<file path="src/rtl/core/assert_macros.svh">
`ifndef ASSERT_MACROS_SVH
`define ASSERT_MACROS_SVH

// Same-cycle implication, checked on clk, off while rst_n is low.
`define RRV_ASSERT_IMP(label, ante, cons) \
    label: assert property (@(posedge clk) disable iff (!rst_n) (ante) |-> (cons)) \
        else $error("rrv: implication check failed");

// Next-cycle implication, checked on clk, off while rst_n is low.
`define RRV_ASSERT_NXT(label, ante, cons) \
    label: assert property (@(posedge clk) disable iff (!rst_n) (ante) |=> (cons)) \
        else $error("rrv: next-cycle check failed");

`endif

</file>
<file path="src/rtl/core/rrv_pkg.sv">
`default_nettype none

package rrv_pkg;

    localparam int CFG_W            = 15;
    localparam int CFG_IDX_W        = 2;
    localparam int DIST_W           = 16;
    localparam int VEL_W            = 16;
    localparam int SUM_W            = VEL_W + 2;
    localparam int QUOT_W           = 15;
    localparam int PROD_W           = 2 * QUOT_W;
    localparam int LANE_LAT         = QUOT_W + 2;
    localparam int SENSOR_N         = 6;
    localparam int MAX_RANGE_MM_DEF = 2000;

    // sensor lane order
    localparam int S_FRONT  = 0;
    localparam int S_RIGHT  = 1;
    localparam int S_BACK   = 2;
    localparam int S_LEFT   = 3;
    localparam int S_BOTTOM = 4;
    localparam int S_TOP    = 5;

    localparam logic [CFG_W-1:0] INNER_RST   = 15'd1000;
    localparam logic [CFG_W-1:0] OUTER_RST   = 15'd1400;
    localparam logic [CFG_W-1:0] MIN_VEL_RST = 15'd0;
    localparam logic [CFG_W-1:0] MAX_VEL_RST = 15'd500;

    typedef enum logic [CFG_IDX_W-1:0] {
        CFG_INNER   = 2'd0,
        CFG_OUTER   = 2'd1,
        CFG_MIN_VEL = 2'd2,
        CFG_MAX_VEL = 2'd3
    } cfg_idx_t;

    typedef enum logic [1:0] {
        PUSH_NONE,
        PUSH_FULL,
        PUSH_RAMP
    } push_mode_t;

    typedef struct packed {
        logic [CFG_W-1:0] inner;
        logic [CFG_W-1:0] outer;
        logic [CFG_W-1:0] min_vel;
        logic [CFG_W-1:0] max_vel;
    } cfg_t;

    typedef struct packed {
        logic signed [VEL_W-1:0] x;
        logic signed [VEL_W-1:0] y;
        logic signed [VEL_W-1:0] z;
    } vel_t;

endpackage

`default_nettype wire

</file>
<file path="src/rtl/core/rrv_lane.sv">
`default_nettype none

// One sensor: classify the reading, form |max-min|*(outer-r), then divide by
// (outer-inner) one quotient bit per stage.
module rrv_lane #(
    parameter int MAX_RANGE_MM = rrv_pkg::MAX_RANGE_MM_DEF
) (
    input  wire logic                                 clk,
    input  wire rrv_pkg::cfg_t                        cfg,
    input  wire logic signed [rrv_pkg::DIST_W-1:0]    reading,
    output logic signed [rrv_pkg::VEL_W-1:0]          push
);

    localparam int Q = rrv_pkg::QUOT_W;
    localparam int P = rrv_pkg::PROD_W;

    logic                              in_range;
    logic [Q-1:0]                      r15;
    logic signed [rrv_pkg::VEL_W-1:0]  dv;
    logic [Q-1:0]                      div_d;
    logic [Q-1:0]                      quot;

    rrv_pkg::push_mode_t               a_mode_next;
    rrv_pkg::push_mode_t               a_mode_reg;
    logic                              a_neg_reg;
    logic [Q-1:0]                      a_mag_reg;
    logic [Q-1:0]                      a_t_reg;

    logic [P-1:0]                      w_reg    [0:Q];
    rrv_pkg::push_mode_t               mode_reg [0:Q];
    logic                              neg_reg  [0:Q];

    assign div_d = cfg.outer - cfg.inner;
    assign r15   = reading[Q-1:0];
    assign dv    = $signed({1'b0, cfg.max_vel}) - $signed({1'b0, cfg.min_vel});

    always_comb
    begin
        in_range = (reading >= 16'sd1) &&
                   (reading <= $signed(rrv_pkg::DIST_W'(MAX_RANGE_MM)));
        if (!in_range)
            a_mode_next = rrv_pkg::PUSH_NONE;
        else if (r15 < cfg.inner)
            a_mode_next = rrv_pkg::PUSH_FULL;
        else if (r15 < cfg.outer)
            a_mode_next = rrv_pkg::PUSH_RAMP;
        else
            a_mode_next = rrv_pkg::PUSH_NONE;
    end

    always_ff @(posedge clk)
    begin
        a_mode_reg  <= a_mode_next;
        a_neg_reg   <= dv[rrv_pkg::VEL_W-1];
        a_mag_reg   <= dv[rrv_pkg::VEL_W-1] ? Q'(-dv) : Q'(dv);
        a_t_reg     <= cfg.outer - r15;
        w_reg[0]    <= P'(a_mag_reg) * P'(a_t_reg);
        mode_reg[0] <= a_mode_reg;
        neg_reg[0]  <= a_neg_reg;
    end

    // restoring division: the product is below div_d << Q, so the top Q bits
    // start as a valid partial remainder
    for (genvar k = 0; k < Q; k++)
    begin : g_div
        logic [Q:0] part;
        logic [Q:0] diff;
        logic       ge;

        assign part = w_reg[k][P-1:Q-1];
        assign diff = part - {1'b0, div_d};
        assign ge   = (part >= {1'b0, div_d});

        always_ff @(posedge clk)
        begin
            w_reg[k+1]    <= {(ge ? diff[Q-1:0] : part[Q-1:0]), w_reg[k][Q-2:0], ge};
            mode_reg[k+1] <= mode_reg[k];
            neg_reg[k+1]  <= neg_reg[k];
        end
    end

    assign quot = w_reg[Q][Q-1:0];

    always_comb
    begin
        unique case (mode_reg[Q])
            rrv_pkg::PUSH_FULL: push = $signed({1'b0, cfg.max_vel});
            rrv_pkg::PUSH_RAMP: push = neg_reg[Q] ? -$signed({1'b0, quot})
                                                  : $signed({1'b0, quot});
            default:            push = '0;
        endcase
    end

endmodule

`default_nettype wire

</file>
<file path="config.mk">
export PLATFORM = sky130hd
export DESIGN_NAME = rrv_lane
export DESIGN_NICKNAME = d
export VERILOG_FILES = /design/src/rtl/core/assert_macros.svh /design/src/rtl/core/rrv_pkg.sv /design/src/rtl/core/rrv_lane.sv
export SDC_FILE = /design/constraint.sdc
export NUM_CORES = 2
export LEC_CHECK = 0
export BUFFER_PORTS_ARGS = -buffer_cell sky130_fd_sc_hd__buf_2
export CORE_MARGIN = 10
export CORE_UTILIZATION = 50
export DETAILED_ROUTE_END_ITERATION = 8
export PLACE_DENSITY_LB_ADDON = 0.3
export RECOVER_POWER = 50
export SLEW_MARGIN = 40
export SYNTH_ARGS = -nofsm -noshare
export SYNTH_HDL_FRONTEND = slang
export SYNTH_SLANG_ARGS = --single-unit
</file>
<file path="constraint.sdc">
create_clock -name clk -period 6.55 [get_ports clk]
set_input_delay 0.655 -clock clk [delete_from_list [all_inputs] [get_ports clk]]
set_output_delay 0.655 -clock clk [all_outputs]
set_load 0.01 [all_outputs]
</file>
Yosys cells after proc, flatten, opt, wreduce, memory -nomap -nowiden
Memory sizes are Yosys's and may differ from the RTL's. Cells that the tools add are included.

Memories: 3. Bits in writable memories: 528. Word-level logic and storage cells: 73. Register bits: 33.

Equality and inequality tests: 2. Reduce and logical (&&, ||, !) cells: 2. Muxes and demuxes: 20. Magnitude comparators: 19. Bitwise operators: 1. $mul: 1. Add/sub/neg operators: 20.

Memory list: w_reg (depth 16, bits a word 30, rd ports 16, clocked after Yosys merged registers in 0, write ports 16, line rrv_lane.sv:29) `logic [P-1:0] w_reg [0:Q];`; mode_reg (depth 16, bits a word 2, rd ports 16, clocked after Yosys merged registers in 0, write ports 16, line rrv_lane.sv:30) `rrv_pkg::push_mode_t mode_reg [0:Q];`; neg_reg (depth 16, bits a word 1, rd ports 16, clocked after Yosys merged registers in 0, write ports 16, line rrv_lane.sv:31) `logic neg_reg [0:Q];`.

Operator list (count): $sub A15 B15 Y15 (17); $ge A16 B15 Y1 (15); $mux W15 (16); $pmux W16 S2 (1); $lt A15 B15 Y1 (2); $mul A15 B15 Y30 (1); $ge A16 B2 Y1 const B (1); $le A16 B12 Y1 const B (1); $mux W16 (1); $neg A15 Y16 (1); $sub A15 B15 Y16 (1); $neg A15 Y15 (1); $eq A2 B1 Y1 const B (1); $eq A2 B2 Y1 const B (1); $mux W2 (1); $reduce_or A2 Y1 (1); $logic_and A1 B1 Y1 (1); $mux W1 (1); $not A1 Y1 (1).

Longest topological paths before layout
Word-level depth: 4. Mapped depth: 24. Gate-level depth less buffers: 23.

Least setup slack after synthesis
Ideal clock, no wire load.

Path type: reg-to-reg. Start point: register a_t_reg[8]. End point: memory w_reg[0][29] (netlist bit). Setup time: 0.121 ns. Cell stages (with the launch flop): 22. Path buffers: 1. Slack: 0.493 ns. Arrival time: 5.936 ns. Clock period less this slack: 6.057 ns. Cells stage by stage: dfxtp_1 > clkbuf_1 > nand2_1 > fa_1 > inv_1 > fa_1 > inv_1 > fa_1 > fa_1 > fa_1 > fa_1 > inv_1 > ha_1 > a21o_1 > a211oi_1 > nor2_1 > or3_1 > o22ai_1 > o311ai_0 > a31oi_1 > o21ai_0 > xnor2_1.

RTL lines: from (decl) (line rrv_lane.sv:27) `logic [Q-1:0] a_t_reg;`; from (signal assigned) (line rrv_lane.sv:56) `a_t_reg <= cfg.outer - r15;`; to (decl) (line rrv_lane.sv:29).

==> flow_summary.toml <==
[run_status]
outcome = "complete, no violations"

[place]
detailed_place_hpwl_um = 64000
gp_congestion = 0.931
io_buffers = 92

[cells_and_area]
largest_reg_flops = 465
mostFrequentLayoutCell = "sky130_fd_sc_hd__dfxtp_1"
storage_element_area_um2 = 10900
layout_stage_area_growth_over_the_synthesis_result_pct = 12.4
final_core_utilization_pct = 56.7
layout_common_cells = "sky130_fd_sc_hd__dfxtp_1 (545), sky130_fd_sc_hd__inv_1 (397), sky130_fd_sc_hd__ha_1 (381)"
nets_finish = 4236
share_of_post_route_cells_with_drive_strength_above_1_pct = 12.4
filler_cell_count = 5717
multiInputGateArea_um2 = 20700

[detailed_routing]
drt_iter0_markers = 1619
route.detailed.wl_per_inst_um = 18.2
iteration_count_of_the_initial_detailed_routing_pass = 5
drt-total-wl_um = 82000
remaining_drc_errors = 0
via_per_inst = 5.40
vias = 24300
route.antenna.remaining_nets = 0

[setup_path]
critPathMaxFanout = 15
data_required_time_at_the_worst_endpoint_ps = 7050
cp_slowest_stage_delay_ps = 520
timing.reg2reg.worst_path_depth = 24
crit_path_cell_chain = "and2_1 -> fa_1 -> inv_1 -> fa_1 -> inv_1 -> fa_1 -> inv_1 -> fa_1 -> inv_1 -> fa_1 -> inv_1 -> fa_1 -> inv_1 -> ha_1 -> a21o_1 -> a21oi_1 -> nand2b_1 -> o311ai_1 -> o21ai_0 -> buf_4 -> o21ai_0 -> a31oi_1 -> or2_2 -> a222oi_1"
critical-path-slowest-cell = "sky130_fd_sc_hd__fa_1"
path_class = "reg -> reg"
setup.worst_path.start_class = "flip-flop"
worst_setup_path_end_kind = "flip-flop"
crit_arrival_ps = 6680

[sta]
rel_slew_slack_pct = 43.8
timing_worst_slew_pin_value_ps = 835
timing_max_transition_violations_final = 0
finalSetupTns_ps = 0
layout_min_cycle_time_ps = 6180
grt_setup_unrepaired = "false"
final_hold_viol_count = 0
clock-skew-final_ps = 51.8
max_freq_mhz = 162
final.hold.worst_slack_ps = 287
final_cycle_share_pct = 94.4
finalSetupViolCount = 0

[floorplanning]
die-width_um = 278
ioPinCount = 93
core_rows = 94
dieArea_um2 = 77200
area_of_the_core_um2 = 65900
initial_utilization_pct = 50.5
floorplan.die.height_um = 278

[logic_synthesis]
ys_seq_elements = 546
yosys.cell_types.count = 75
syn-instance-count = 3423
count_of_flip_flops_with_a_built_in_enable_after_synthesis = 0
mappedNetlistNets = 4065
syn-mean-instance-area_um2 = 9.72
synth.yosys.warnings = 0
post_synth_top_flop = "sky130_fd_sc_hd__dfxtp_1"
synthesis.area_um2 = 33300
share_of_synthesized_area_occupied_by_flip_flops_and_latches_pct = 32.9
synth_async_sr_flop_share_pct = 0

[clocking]
cts_num_sinks = 546
maximum_clock_path_buffer_count = 3
htreeDepth = 2
clk_transition_reported_paths_ps = 70
post_cts_buffers = 0
tritoncts.num_buffers = 57
clk-insertion-delay-late_ps = 650
clock_tree.root_cell = "sky130_fd_sc_hd__clkbuf_16"
tritoncts = "built"

[hold_path]
hp_class = "in -> reg"
hold_path_depth = 3

[grt]
grt_antenna_before_repair = 1
grt_pass1_vias = 24200
grt-ovfl-total = 0
globalRouteTotalUtil_pct = 20.9
grt_start_max_net_pins = 19
grt_pass1_wl_um = 130000

[run]
drv_cap = 0
final timing paths:
| path | slack (ps) | end | start |
|---|---|---|---|
| setup reg to reg | 370 | w_reg[0][26] | a_t_reg[1] |
| hold reg to reg | 290 | w_reg[0][61] | w_reg[0][30] |
| setup / recovery | 370 | w_reg[0][26] | a_t_reg[1] |
| hold / removal | 290 | a_mode_reg[0] | reading[15] |
repair_timing:
item / in CTS / in global routing
gates resized for setup: 0 / 4
hold buffers: 0 / 0
setup endpoints to repair: 0 / 2
through the flow:
step	cell area, um^2	setup WS (ps)	std cells
2_1_floorplan	33300	493	3423
3_3_place_gp	35300	348	4399
3_5_place_dp	35300	292	4399
4_1_cts	37400	304	4504
5_1_grt	37400	25.8	4504
6_report	37400	368	4505
per-layer routing:
| layer | share of wire, % | vias up | routed length, um | global-route usage, % |
|---|---|---|---|---|
| met1 | 44 | 11600 | 36200 | 26.7 |
| met2 | 46 | 573 | 37600 | 34.1 |
| met3 | 6.8 | 140 | 5530 | 5.09 |
| met4 | 3.2 | 0 | 2600 | 7.00 |
| li1 | - | 12000 | - | - |
| met5 | 0 | - | 0 | 0 |
final cells by class:
class / instances / area share (%)
Tap cell: 864 / 2.89
Timing Repair Buffer: 175 / 2.94
Clock inverter: 39 / 1.54
Inverter: 398 / 4.00
Clock buffer: 66 / 4.09
Multi-Input combinational cell: 2416 / 55.3
Antenna cell: 1 / 0.00670
Sequential cell: 546 / 29.3
cells in the mapped netlist (10+ instances only):
cell type,n,share of area [%]
sky130_fd_sc_hd__clkbuf_1,40,0.45
sky130_fd_sc_hd__a21oi_1,169,2.5
sky130_fd_sc_hd__o21a_1,24,0.54
sky130_fd_sc_hd__nor2_1,140,1.6
sky130_fd_sc_hd__o21ai_0,147,2.2
sky130_fd_sc_hd__o211ai_1,13,0.29
sky130_fd_sc_hd__o31ai_1,10,0.23
sky130_fd_sc_hd__o221ai_1,14,0.37
sky130_fd_sc_hd__o21bai_1,23,0.52
sky130_fd_sc_hd__mux2_2,134,4.5
sky130_fd_sc_hd__buf_2,16,0.24
sky130_fd_sc_hd__or2_2,13,0.24
sky130_fd_sc_hd__a311oi_1,11,0.29
sky130_fd_sc_hd__a211oi_1,23,0.52
sky130_fd_sc_hd__nor3_1,41,0.62
sky130_fd_sc_hd__and4_1,19,0.50
sky130_fd_sc_hd__nand2_1,239,2.7
sky130_fd_sc_hd__ha_1,381,14
sky130_fd_sc_hd__or3_1,13,0.24
sky130_fd_sc_hd__nand2b_1,39,0.73
sky130_fd_sc_hd__nand4_1,35,0.66
sky130_fd_sc_hd__inv_1,398,4.5
sky130_fd_sc_hd__a21boi_0,28,0.63
sky130_fd_sc_hd__nor2b_1,52,0.98
sky130_fd_sc_hd__and3_1,19,0.36
sky130_fd_sc_hd__xnor2_1,153,4.0
sky130_fd_sc_hd__a21o_1,108,2.4
sky130_fd_sc_hd__a2111oi_0,11,0.29
sky130_fd_sc_hd__mux2i_1,18,0.54
sky130_fd_sc_hd__a22oi_1,14,0.32
sky130_fd_sc_hd__dfxtp_1,546,33
sky130_fd_sc_hd__fa_1,184,11
sky130_fd_sc_hd__nand3_1,49,0.74
sky130_fd_sc_hd__xor2_1,68,1.8
sky130_fd_sc_hd__and2_1,127,2.4
sky130_fd_sc_hd__or4_1,14,0.32
logic make-up after synthesis:
| logic type | Yosys count | share of synthesized area, % |
|---|---|---|
| buffers and inverters | 461 | 5.35 |
| AND/OR/NAND/NOR | 813 | 12.4 |
| AO/OA/AOI/OAI | 665 | 13.1 |
| adder cells (fa/ha/maj) | 565 | 25.4 |
| XOR/XNOR | 221 | 5.82 |
| multiplexers | 152 | 5.08 |
| flip-flops | 546 | 32.9 |
worst max-delay path: cells and delay by family, from the launching register on:
kind                     cells  cell delay (ps)
AND/OR/NAND/NOR              3              660
adder cells (fa/ha/maj)      7             3410
buffers and inverters        7              470
flip-flops                   1              480
AO/OA/AOI/OAI                7             1040
Power is left out: the tool's default activity adds up to more than one toggle a clock period on the data nets, which glitch-free logic cannot reach.
