--- config.mk ---
export PLATFORM = sky130hd
export DESIGN_NAME = rrv_merge
export DESIGN_NICKNAME = d
export VERILOG_FILES = /design/src/rtl/core/assert_macros.svh /design/src/rtl/core/rrv_pkg.sv /design/src/rtl/core/rrv_merge.sv
export SDC_FILE = /design/constraint.sdc
export NUM_CORES = 1
export LEC_CHECK = 0
export BUFFER_PORTS_ARGS = -buffer_cell sky130_fd_sc_hd__buf_2
export CORE_ASPECT_RATIO = 1.75
export CORE_MARGIN = 5
export CORE_UTILIZATION = 50
export CTS_CLUSTER_DIAMETER = 60
export DETAILED_ROUTE_END_ITERATION = 8
export HOLD_SLACK_MARGIN = 0.06
export PLACE_DENSITY = 0.86
export SLEW_MARGIN = 0
export SYNTH_ARGS = -nofsm -noshare
export SYNTH_HDL_FRONTEND = slang
export SYNTH_SLANG_ARGS = --single-unit
--- constraint.sdc ---
create_clock -name clk -period 3.9 [get_ports clk]
set_input_delay 0.39 -clock clk [delete_from_list [all_inputs] [get_ports clk]]
set_output_delay 0.39 -clock clk [all_outputs]
set_load 0.005 [all_outputs]
--- src/rtl/core/assert_macros.svh ---
`ifndef ASSERT_MACROS_SVH
`define ASSERT_MACROS_SVH

// Same-cycle implication, checked on clk, off while rst_n is low.
`define RRV_ASSERT_IMP(label, ante, cons) \
    label: assert property (@(posedge clk) disable iff (!rst_n) (ante) |-> (cons)) \
        else $error("rrv: implication check failed");

// Next-cycle implication, checked on clk, off while rst_n is low.
`define RRV_ASSERT_NXT(label, ante, cons) \
    label: assert property (@(posedge clk) disable iff (!rst_n) (ante) |=> (cons)) \
        else $error("rrv: next-cycle check failed");

`endif

--- src/rtl/core/rrv_pkg.sv ---
`default_nettype none

package rrv_pkg;

    localparam int CFG_W            = 15;
    localparam int CFG_IDX_W        = 2;
    localparam int DIST_W           = 16;
    localparam int VEL_W            = 16;
    localparam int SUM_W            = VEL_W + 2;
    localparam int QUOT_W           = 15;
    localparam int PROD_W           = 2 * QUOT_W;
    localparam int LANE_LAT         = QUOT_W + 2;
    localparam int SENSOR_N         = 6;
    localparam int MAX_RANGE_MM_DEF = 2000;

    // sensor lane order
    localparam int S_FRONT  = 0;
    localparam int S_RIGHT  = 1;
    localparam int S_BACK   = 2;
    localparam int S_LEFT   = 3;
    localparam int S_BOTTOM = 4;
    localparam int S_TOP    = 5;

    localparam logic [CFG_W-1:0] INNER_RST   = 15'd1000;
    localparam logic [CFG_W-1:0] OUTER_RST   = 15'd1400;
    localparam logic [CFG_W-1:0] MIN_VEL_RST = 15'd0;
    localparam logic [CFG_W-1:0] MAX_VEL_RST = 15'd500;

    typedef enum logic [CFG_IDX_W-1:0] {
        CFG_INNER   = 2'd0,
        CFG_OUTER   = 2'd1,
        CFG_MIN_VEL = 2'd2,
        CFG_MAX_VEL = 2'd3
    } cfg_idx_t;

    typedef enum logic [1:0] {
        PUSH_NONE,
        PUSH_FULL,
        PUSH_RAMP
    } push_mode_t;

    typedef struct packed {
        logic [CFG_W-1:0] inner;
        logic [CFG_W-1:0] outer;
        logic [CFG_W-1:0] min_vel;
        logic [CFG_W-1:0] max_vel;
    } cfg_t;

    typedef struct packed {
        logic signed [VEL_W-1:0] x;
        logic signed [VEL_W-1:0] y;
        logic signed [VEL_W-1:0] z;
    } vel_t;

endpackage

`default_nettype wire

--- src/rtl/core/rrv_merge.sv ---
`default_nettype none

// Combine lane pushes with the intended velocity and saturate each axis.
module rrv_merge (
    input  wire logic                              clk,
    input  wire rrv_pkg::vel_t                     vel,
    input  wire logic signed [rrv_pkg::VEL_W-1:0]  push [rrv_pkg::SENSOR_N],
    output logic signed [rrv_pkg::VEL_W-1:0]       out_x,
    output logic signed [rrv_pkg::VEL_W-1:0]       out_y,
    output logic signed [rrv_pkg::VEL_W-1:0]       out_z
);

    localparam int S = rrv_pkg::SUM_W;
    localparam int V = rrv_pkg::VEL_W;

    logic signed [S-1:0] sum_x;
    logic signed [S-1:0] sum_y;
    logic signed [S-1:0] sum_z;

    function automatic logic signed [V-1:0] sat(input logic signed [S-1:0] v);
        logic signed [S-1:0] hi;
        logic signed [S-1:0] lo;
        hi = S'($signed({1'b0, {(V-1){1'b1}}}));
        lo = -hi - S'(1);
        if (v > hi)
            sat = hi[V-1:0];
        else if (v < lo)
            sat = lo[V-1:0];
        else
            sat = v[V-1:0];
    endfunction

    assign sum_x = S'(vel.x) - S'(push[rrv_pkg::S_FRONT]) + S'(push[rrv_pkg::S_BACK]);
    assign sum_y = S'(vel.y) - S'(push[rrv_pkg::S_RIGHT]) + S'(push[rrv_pkg::S_LEFT]);
    assign sum_z = S'(vel.z) - S'(push[rrv_pkg::S_TOP]) + S'(push[rrv_pkg::S_BOTTOM]);

    always_ff @(posedge clk)
    begin
        out_x <= sat(sum_x);
        out_y <= sat(sum_y);
        out_z <= sat(sum_z);
    end

endmodule

`default_nettype wire

* After elaboration in Yosys (flattened, before gate mapping) *
Index checks and enable logic that the tools add are counted.

word-level totals
  register bits after elaboration = 48
  input port bits = 145

cells by class
  add/sub/neg operators = 6
  order comparisons = 6
  multiplexer cells = 3

operators with widths
  kind                  count
  $add 17x16->18        3
  $gt 18x16->1 const B  3
  $lt 18x16->1 const B  3
  $sub 16x16->17        3
  $mux 16               3

* Depth between registers and ports, before layout *
Gate-level depths: netlist (run 1).

  depth in word-level cells = 4
  depth in mapped cells = 14
  gate-level depth less buffers = 13

* Least setup slack after synthesis (run 1) *
No wires, ideal clock.

  kind = in2reg
  start = input vel[33] (netlist name)
  end = register out_x[0] (netlist name)
  data arrival time = 3.005 ns
  data required time = 3.766 ns
  slack = 0.761 ns
  stages = 11
  cell sequence = inv_1 -> fa_1 -> inv_1 -> ha_1 -> a211oi_1 -> o21bai_2 -> a211o_1 -> a31oi_4 -> mux2_2 -> o21ai_2 -> a21oi_1

between the ends
  word-level cells in the longest chain between the ends = 4
  elaborated cells between the ends (all ways) = 5
  those cells by class = add/sub: 2; order compare: 2; mux: 1

ends and longest elaborated chain
  what                  line             RTL
  from (decl)           rrv_merge.sv:6   input wire rrv_pkg::vel_t vel,
  $sub 16x16->17 (*)    rrv_merge.sv:33  assign sum_x = S'(vel.x) - S'(push[rrv_pkg::S_FRONT]) + S'(push[rrv_pkg::S_BACK]);
  $add 17x16->18 (*)    rrv_merge.sv:33
  $lt 18x16->1          rrv_merge.sv:27  else if (v < lo)
  $mux 16               rrv_merge.sv:27
  to (signal assigned)  rrv_merge.sv:39  out_x <= sat(sum_x);
  to (decl)             rrv_merge.sv:8   output logic signed [rrv_pkg::VEL_W-1:0] out_x,

Mark *: on every way between the ends. The rest lies on a longest branch, timed or not.
A chain may end at the register's enable or synchronous reset.

* Final worst setup path (run 1) *
  start = input vel[33] (netlist name)
  end = register out_x[2] (netlist name)

The elaborated chain is that of the path after synthesis.

==> impl_metrics.ini, run 1 <==
[clock_network]
tritoncts = done
cts_sinks = 48
cts_resized = 0
clockRootBuffer = clkbuf_16
htree_levels = 2
numCtsBuffers = 5
clockBufferDepth = 2
postCtsSetupRepairBufs = 0
clkTransAtPathRegs_ns = 0.07
cts_hold_buf = 0

[global_route]
use_met2_pct = 39.23
antenna_found_initial = 0
globalRoute.totalOverflow = 0
grt_start_max_net_pins = 17
grt_pass1_vias = 5621
track_usage_pct = 20.16
grt_use_met1_pct = 20.35
met3_usage_pct = 3.953
grt_busiest_layer = met2
grt_pass1_wl_mm = 23.76

[cells_and_area]
n_antenna_cell = 0
fin_nets = 1164
stdcell_count = 1053
drive_gt1_share_pct = 24.84
area_growth_pct = 21.80

[yosys]
syn_avg_cell_area_sq_um = 7.919
synthFlopType = dfxtp_1
syn_inst = 730
yosysUniqueCellTypes = 63
ys_ff_latch = 48
synthesis.area_sq_um = 5781
synth-edff-count = 0
synth_nets = 977
yosysWarningCount = 0
synthArstFlopShare_pct = 0
synth-seq-area-share_pct = 16.62

[timing]
hold_viol_final = 0
fin_setup_tns_ns = 0
fmax_mhz = 309.9
finalCritPeriodShare_pct = 82.73
setup_violations = 0
finalCriticalPeriod_ns = 3.227
rsz0062_at_grt = false
final-max-slew-violation-count = 0
worst_pin_slew_ns = 0.8588
relSlewSlack_pct = 42.75

[routing]
vias = 5488
wl_per_cell_um = 13.58
ant_nets = 0
drc = 0
drtIter0Drc = 202
drt-pass1-iter-count = 4
viasPerCell = 5.212
routed_wl_mm = 14.30

[floorplanning]
initial_utilization_pct = 50.48
io_pins = 193
placementRows = 52
die_width_um = 91.28
coreArea_sq_um = 11450
die-area_sq_um = 13900
fp.dieH_um = 152.2

[flow_run]
maxCapViolations = 0

[setup_path]
crit_type = in -> reg
arrival_ns = 3.38
endpoint_kind = flip-flop
required_ns = 4.05
cp_max_fo = 12
critPathLaunchType = input pin

[outcome]
outcome = finished, final reports clean

[power]
powerDensity_nw_per_um2 = 503.2
ir_drop_mv = 0.5454
total_power_mw = 3.543
leakagePower_nw = 3.864

[place]
io_buffers = 192
post-dp-hpwl_mm = 12.43
place_inst = 1045
place_congestion = 0.9183

[worst_hold_path]
min_path_type = in -> reg
-- placed cells by master, fill, tap and decap left out, types with 3 or more instances in the layout --
master / count
nor2_1: 21
nor3b_1: 3
ha_1: 54
clkbuf_16: 5
a21o_1: 13
o21ai_2: 4
xnor2_1: 25
a21oi_2: 6
a21oi_1: 78
a31oi_1: 4
nand4_1: 4
or3_1: 3
inv_1: 204
dfxtp_1: 48
nand3_1: 8
o21a_1: 9
nand2b_1: 8
xor2_1: 17
nor2b_1: 4
nand2_1: 32
buf_2: 192
nor3_1: 12
o21ai_0: 42
fa_1: 48
o211ai_1: 11
a211oi_1: 7
o21ai_1: 8
-- layout make-up --
cell class              instances  area (sq um)
repair buffers                193         968.4
clock buffers                   5         125.1
inverters                     204         765.7
flip-flops and latches         48         960.9
well taps                     135         168.9
multi-input cells             465          3983
fillers                      1001          4410
clock inverters                 3         68.82
-- routing by layer --
layer / wire, um / vias to the layer above
li1: - / 2737
met1: 5029 / 2501
met2: 7908 / 209
met3: 888 / 41
met4: 476 / 0
met5: 0 / -
-- cells in the mapped netlist (4+ instances only) --
| cell type | instances | area share, % |
|---|---|---|
| inv_1 | 204 | 13 |
| a21oi_1 | 78 | 6.8 |
| ha_1 | 54 | 12 |
| dfxtp_1 | 48 | 17 |
| fa_1 | 48 | 17 |
| o21ai_0 | 42 | 3.6 |
| nand2_1 | 32 | 2.1 |
| xnor2_1 | 25 | 3.8 |
| nor2_1 | 21 | 1.4 |
| xor2_1 | 17 | 2.6 |
| a21o_1 | 13 | 1.7 |
| nor3_1 | 12 | 1.0 |
| o211ai_1 | 11 | 1.4 |
| o21a_1 | 9 | 1.2 |
| nand2b_1 | 8 | 0.87 |
| nand3_1 | 8 | 0.69 |
| o21ai_1 | 8 | 0.69 |
| a211oi_1 | 7 | 0.91 |
| a21oi_2 | 6 | 0.91 |
| clkbuf_1 | 6 | 0.39 |
| a31oi_1 | 4 | 0.43 |
| nand4_1 | 4 | 0.43 |
| nor2b_1 | 4 | 0.43 |
| o21ai_2 | 4 | 0.61 |
-- state kept, by name, summed over array words and instances (netlist names) --
name	flops
out_y	16
out_z	16
out_x	16
-- critical path: stages --
cell      delay, ns
buf_2          0.08
inv_1          0.04
fa_1           0.59
inv_1          0.06
ha_1           0.30
a211oi_1       0.30
o21bai_2       0.14
a211o_1        0.33
a31oi_4        0.19
mux2_2         0.46
o21ai_2        0.36
a21oi_1        0.14
-- stage by stage --
stage,cell area [sq um],hold WS (ns),utilization (%),worst slack (ns)
floorplan,5781,0.6532,-,0.7610
global placement,6847,0.7611,59.79,0.4666
detailed placement,6847,0.7674,59.79,0.3686
CTS,7041,0.4708,61.48,0.6726
global route,7041,0.5108,61.48,0.4364
finish,7041,0.4807,61.48,0.6734
-- worst paths after layout --
check / to / slack (ns) / cells after the start / from
worst max-delay path: out_x[2] / 0.67 / 12 / vel[33]
worst min-delay path: out_y[0] / 0.48 / 4 / vel[16]
-- cells by family (layout without fill, tap and decap cells) --
group,count (synthesis),in the layout,synth area share (%)
buffers and inverters,217,405,14.48
adder cells (fa/ha/maj),102,102,28.31
multiplexers,1,1,0.1948
AO/OA/AOI/OAI,212,212,24.42
flip-flops,48,48,16.62
AND/OR/NAND/NOR,106,106,9.048
XOR/XNOR,44,44,6.926
-- power breakdown --
| group | internal, mW | switching [mW] |
|---|---|---|
| Sequential | 0.752 | 0.0674 |
| Combinational | 0.903 | 1.25 |
| Clock | 0.370 | 0.197 |
| Total | 2.03 | 1.52 |
No activity file was read; power rests on OpenSTA's default activity.
==> inputs of run 2 (changes only) <==
CORE_UTILIZATION = 47   (was 50)
PLACE_DENSITY = 0.85   (was 0.86)
clock period = 2.6 ns   (was 3.9 ns; I/O delays follow)
==> impl_metrics.ini, run 2 (same netlist as run 1, synthesis figures left out) <==
[power]
pwr-share-comb_pct = 73.2
leakagePower_nw = 4.861
p_clk_share_pct = 10.7
powerDensity_nw_per_um2 = 832.7
swShare_pct = 43.49
p_switching_mw = 3.467
pwr-share-seq_pct = 16.1
ir_drop_mv = 0.4804
p_int_mw = 4.504

[cells_and_area]
drive_gt1_share_pct = 50.46
layout_common_cells = 184 x buf_2, 182 x inv_1, 150 x buf_4
fin_nets = 1339
stdcell_count = 1257
reg.largest.list = out_x: 16 flops, out_y: 16 flops, out_z: 16 flops
n_antenna_cell = 0
final_common_cell = buf_2
area_growth_pct = 65.61
n_fill_cell = 758

[setup_path]
crit_type = in -> reg
critical-path-max-stage-delay_ns = 0.57
critPathLaunchType = input pin
cp_num_buf_inv = 3
arrival_ns = 2.91
required_ns = 2.77
cp_max_fo = 4
crit_chain = buf_2 -> fa_1 -> inv_2 -> ha_4 -> o211ai_1 -> o211ai_2 -> a41oi_2 -> o31ai_4 -> xor2_2 -> buf_4 -> o21ai_2 -> a21oi_1
slowest_stage = fa_1
endpoint_kind = flip-flop
cp_top_family = compound AO/OA/AOI/OAI gates

[floorplanning]
coreArea_sq_um = 12070
die-area_sq_um = 14700
initial_utilization_pct = 47.90
io_pins = 193
die_width_um = 93.84
fp.dieH_um = 156.7
placementRows = 53

[timing]
finalCritPeriodShare_pct = 105.3
final-max-slew-violation-count = 0
rsz0062_at_grt = true
finalCriticalPeriod_ns = 2.739
setup_violations = 40
fmax_mhz = 365.1
relSlewSlack_pct = 60.92
hold_viol_final = 0
worst_slack_ns = -0.1388
worst_pin_slew_ns = 0.5821
hold_slack_ns = 0.3450

[routing]
routed_wl_mm = 23.00
viasPerCell = 5.429
drt-pass1-iter-count = 6
drtIter0Drc = 272
vias = 6824
wl_per_cell_um = 18.30
ant_nets = 0
drc = 0

[global_route]
grt_pass1_vias = 7063
globalRoute.totalOverflow = 0
grt_start_max_net_pins = 15
antenna_found_initial = 0
grt_pass1_wl_mm = 30.38
track_usage_pct = 25.79

[place]
io_buffers = 192
place_inst = 1206
place_congestion = 0.9396
post-dp-hpwl_mm = 15.72

[clock_network]
clkTransAtPathRegs_ns = 0.07
clockRootBuffer = clkbuf_16
cts_sinks = 48
numCtsBuffers = 5
cts_hold_buf = 0
clockBufferDepth = 2
htree_levels = 2
tritoncts = done

[outcome]
outcome = finished, violations left
violations = negative setup slack

[worst_hold_path]
min_path_type = in -> reg

[flow_run]
maxCapViolations = 0
## run 2: changes by cell type in the layout (fill, tap and decap cells not counted), sizes merged
cell	previous run	this run
o21a	10	11
inv	205	204
a21oi	84	85
buf	193	364
o21ai	54	56
## run 2: power groups by stage
stage / logic, mW / clock network, mW / registers [mW]
2_1_floorplan: 2.38 / 0 / 1.29
3_3_place_gp: 4.04 / 0 / 1.27
3_5_place_dp: 4.21 / 0 / 1.27
4_1_cts: 4.75 / 0.842 / 1.26
5_1_grt: 6.18 / 0.884 / 1.31
6_report: 5.84 / 0.852 / 1.28
## run 2: final timing paths
kind	start	to	slack (ns)	cells after the start
worst max-delay path	push[68]	out_y[2]	-0.14	12
worst min-delay path	vel[16]	out_y[0]	0.34	4
## run 2: layout make-up
cell class                 count  area [sq um]  area share, %
multi-input combinational    469          5005          52.28
timing repair buffer         364          2450          25.59
sequential                    48         960.9          10.04
inverter                     204         765.7          7.999
tap                          165         206.4          2.157
clock buffer                   5         125.1          1.307
clock inverter                 2         60.06         0.6274
## run 2: repair_timing
| item | CTS | global route |
|---|---|---|
| endpoints found under the setup margin | 43 | 46 |
| hold endpoints to repair | 0 | 0 |
| pin swaps | 18 | 75 |
| setup buffers | 18 | 22 |
| resized for setup | 49 | 130 |
| cloned | 3 | 2 |
## run 2: per-stage QoR
step | setup WS [ns] | instance area, sq um | setup TNS, ns | util, % | power, mW
after floorplan | -0.09957 | 6063 | -1.488 | - | 3.674
after global placement | -0.3858 | 8180 | -13.72 | 67.78 | 5.316
after detailed placement | -0.4761 | 8180 | -17.44 | 67.78 | 5.484
final | -0.1388 | 9573 | -3.148 | 79.32 | 7.971
after CTS | -0.05033 | 8816 | -0.4177 | 73.05 | 6.852
after global routing | -0.2208 | 9573 | -6.142 | 79.32 | 8.366
## run 2: tightest hold or removal path: cells and delay by family
kind	cells	cell delay [ns]
compound gates	1	0.10
fa+ha+maj	1	0.12
buf+inv	2	0.13
## run 2: metal layers
metal  GRT usage [%]  up-vias  wire length, um
met1           22.46     3196             7161
met4           15.15        0             1636
met3           4.089      130             1553
li1                -     3086                -
met5               0        -                0
met2           52.59      412            12650
==> inputs of run 3 (changes only) <==
ABC_AREA = 1   (was unset)
CORE_UTILIZATION = 48   (was 47)
PLACE_DENSITY = 0.88   (was 0.85)
==> impl_metrics.ini, run 3 <==
[routing]
routed-wl-met3_um = 699
drc = 0
vias = 6095
drt-pass1-iter-count = 4
viasPerCell = 4.569
drtIter0Drc = 182
ant_nets = 0
wl_met2_mm = 8.527
wl_per_cell_um = 11.24
top_layer = met4
wl_met1_mm = 5.224
routed_wl_mm = 14.99

[floorplanning]
placementRows = 54
die-area_sq_um = 15260
fp.dieH_um = 159.7
die_width_um = 95.54
io_pins = 193
initial_utilization_pct = 49.17
coreArea_sq_um = 12500

[cells_and_area]
n_antenna_cell = 0
fin_nets = 1412
reg.largest.list = out_x: 16 flops, out_y: 16 flops, out_z: 16 flops
area_growth_pct = 23.19
stdcell_count = 1334
n_fill_cell = 1158
drive_gt1_share_pct = 22.56
layout_common_cells = 299 x nand2_1, 284 x inv_1, 192 x buf_2
final_common_cell = nand2_1
final_util_pct = 60.57

[worst_hold_path]
whs_endpoint = out_y[0]
min_from = vel[16]
min_path_type = in -> reg
hold_depth = 4

[setup_path]
crit_type = in -> reg
critPathLaunchType = input pin
arrival_ns = 2.51
cp_top_family = adder cells
cp.depth = 17
slowest_stage = fa_1
path_common_cell = nand2_1
cp_max_fo = 15
critical-path-max-stage-delay_ns = 0.54
crit_chain = buf_2 -> inv_1 -> fa_1 -> inv_1 -> ha_1 -> nand2_1 -> inv_1 -> nand2_1 -> nand2_1 -> a21oi_1 -> nand2_1 -> nand2_1 -> nand2_1 -> nand2_1 -> nand2_4 -> nand2_1 -> nand2_1
endpoint_kind = flip-flop
required_ns = 2.78
cp_num_buf_inv = 4

[yosys]
synthFlopType = dfxtp_1
synthArstFlopShare_pct = 0
yosysUniqueCellTypes = 26
yosysTopAreaCell = nand2_1
synthTopCellsByCount = 299 x nand2_1, 284 x inv_1, 54 x ha_1
yosys-mux-area-fraction_pct = 0
synth-seq-area-share_pct = 15.64
synthAdderAreaFrac_pct = 26.63
syn_avg_cell_area_sq_um = 6.463
ys_ff_latch = 48
syn_inst = 951
synthesis.area_sq_um = 6146
synth-edff-count = 0
synth-compound-area-share_pct = 4.947
synthSimpleGateAreaFrac_pct = 28.18
synth_nets = 1198
yosysMostFrequentCell = nand2_1
synth_top_family_by_area = simple AND/OR/NAND/NOR gates
yosysWarningCount = 0
synthTopCellsByArea = nand2_1 18%, inv_1 17%, dfxtp_1 16%, fa_1 16%, ha_1 11%
synth_xor_area_share_pct = 5.558
yosys.area.top_type_share_pct = 18.26

[place]
place_congestion = 0.9070
post-dp-hpwl_mm = 13.51
io_buffers = 192
place_inst = 1326

[clock_network]
clockRootBuffer = clkbuf_16
postCtsSetupRepairBufs = 0
cts_hold_buf = 0
clkTransAtPathRegs_ns = 0.07
cts_resized = 0
clockBufferDepth = 2
numCtsBuffers = 5
htree_levels = 2
tritoncts = done
cts_sinks = 48

[power]
powerDensity_nw_per_um2 = 680.7
leakagePower_nw = 4.925
ir_drop_mv = 0.2723

[global_route]
globalRoute.totalOverflow = 0
grt_pass1_vias = 6299
antenna_found_initial = 0
track_usage_pct = 20.02
grt_pass1_wl_mm = 25.10
grt_start_max_net_pins = 17

[timing]
finalCriticalPeriod_ns = 2.325
rsz0062_at_grt = false
finalCritPeriodShare_pct = 89.43
setup_violations = 0
relSlewSlack_pct = 75.88
fmax_mhz = 430.1
final-max-slew-violation-count = 0
fin_setup_tns_ns = 0
hold_viol_final = 0
worst_pin_slew_ns = 0.3618

[flow_run]
maxCapViolations = 0

[outcome]
outcome = finished, final reports clean
==> run 3: logic make-up (layout without fill, tap and decap cells) <==
group / after synthesis / count (layout)
flops: 48 / 48
fa+ha+maj: 102 / 102
compound gates: 52 / 52
xor+xnor: 39 / 39
buf+inv: 298 / 513
simple gates: 412 / 412
==> run 3: tightest hold or removal path, cell delays in order <==
cell     delay (ns)
buf_2          0.08
ha_1           0.12
nand2_1        0.05
nand2_1        0.04
==> run 3: where the power goes <==
part	leakage [nW]	total, mW	switching, mW	internal, mW
Sequential	0.405	1.25	0.108	1.14
Combinational	4.45	3.25	1.89	1.36
Clock	0.0702	0.654	0.295	0.359
==> run 3: per-layer routing <==
layer	vias to the layer above	track usage (%)
met5	-	0
met4	0	9.456
met3	39	1.695
met2	183	40.26
met1	2714	19.18
li1	3159	-
==> run 3: cell type report <==
type	count	area (sq um)	share of cell area, %
repair buffers	213	1144	15.10
clock buffers	5	125.1	1.653
flip-flops and latches	48	960.9	12.69
clock inverters	3	21.27	0.2809
inverters	292	1096	14.48
multi-input cells	605	4014	53.02
well taps	168	210.2	2.776
==> run 3: how the worst max path moves through the flow <==
stage             from   endpoint  slack [ns]
2_1_floorplan   vel[1]  out_z[10]        0.23
3_3_place_gp    vel[8]  out_z[12]        0.01
3_5_place_dp    vel[7]  out_z[12]       -0.03
4_1_cts         vel[7]  out_z[12]        0.28
5_1_grt        vel[11]   out_z[2]        0.04
6_report       vel[11]  out_z[12]        0.27
==> run 3: through the flow <==
step / power (mW) / hold slack [ns] / area [sq um] / setup WS [ns]
floorplan: 3.440 / 0.4763 / 6146 / 0.2257
global placement: 4.438 / 0.5722 / 7425 / 0.009536
detailed placement: 4.535 / 0.5849 / 7425 / -0.02577
CTS: 5.202 / 0.2802 / 7571 / 0.2840
global route: 5.670 / 0.3069 / 7571 / 0.04304
finish: 5.154 / 0.2802 / 7571 / 0.2749
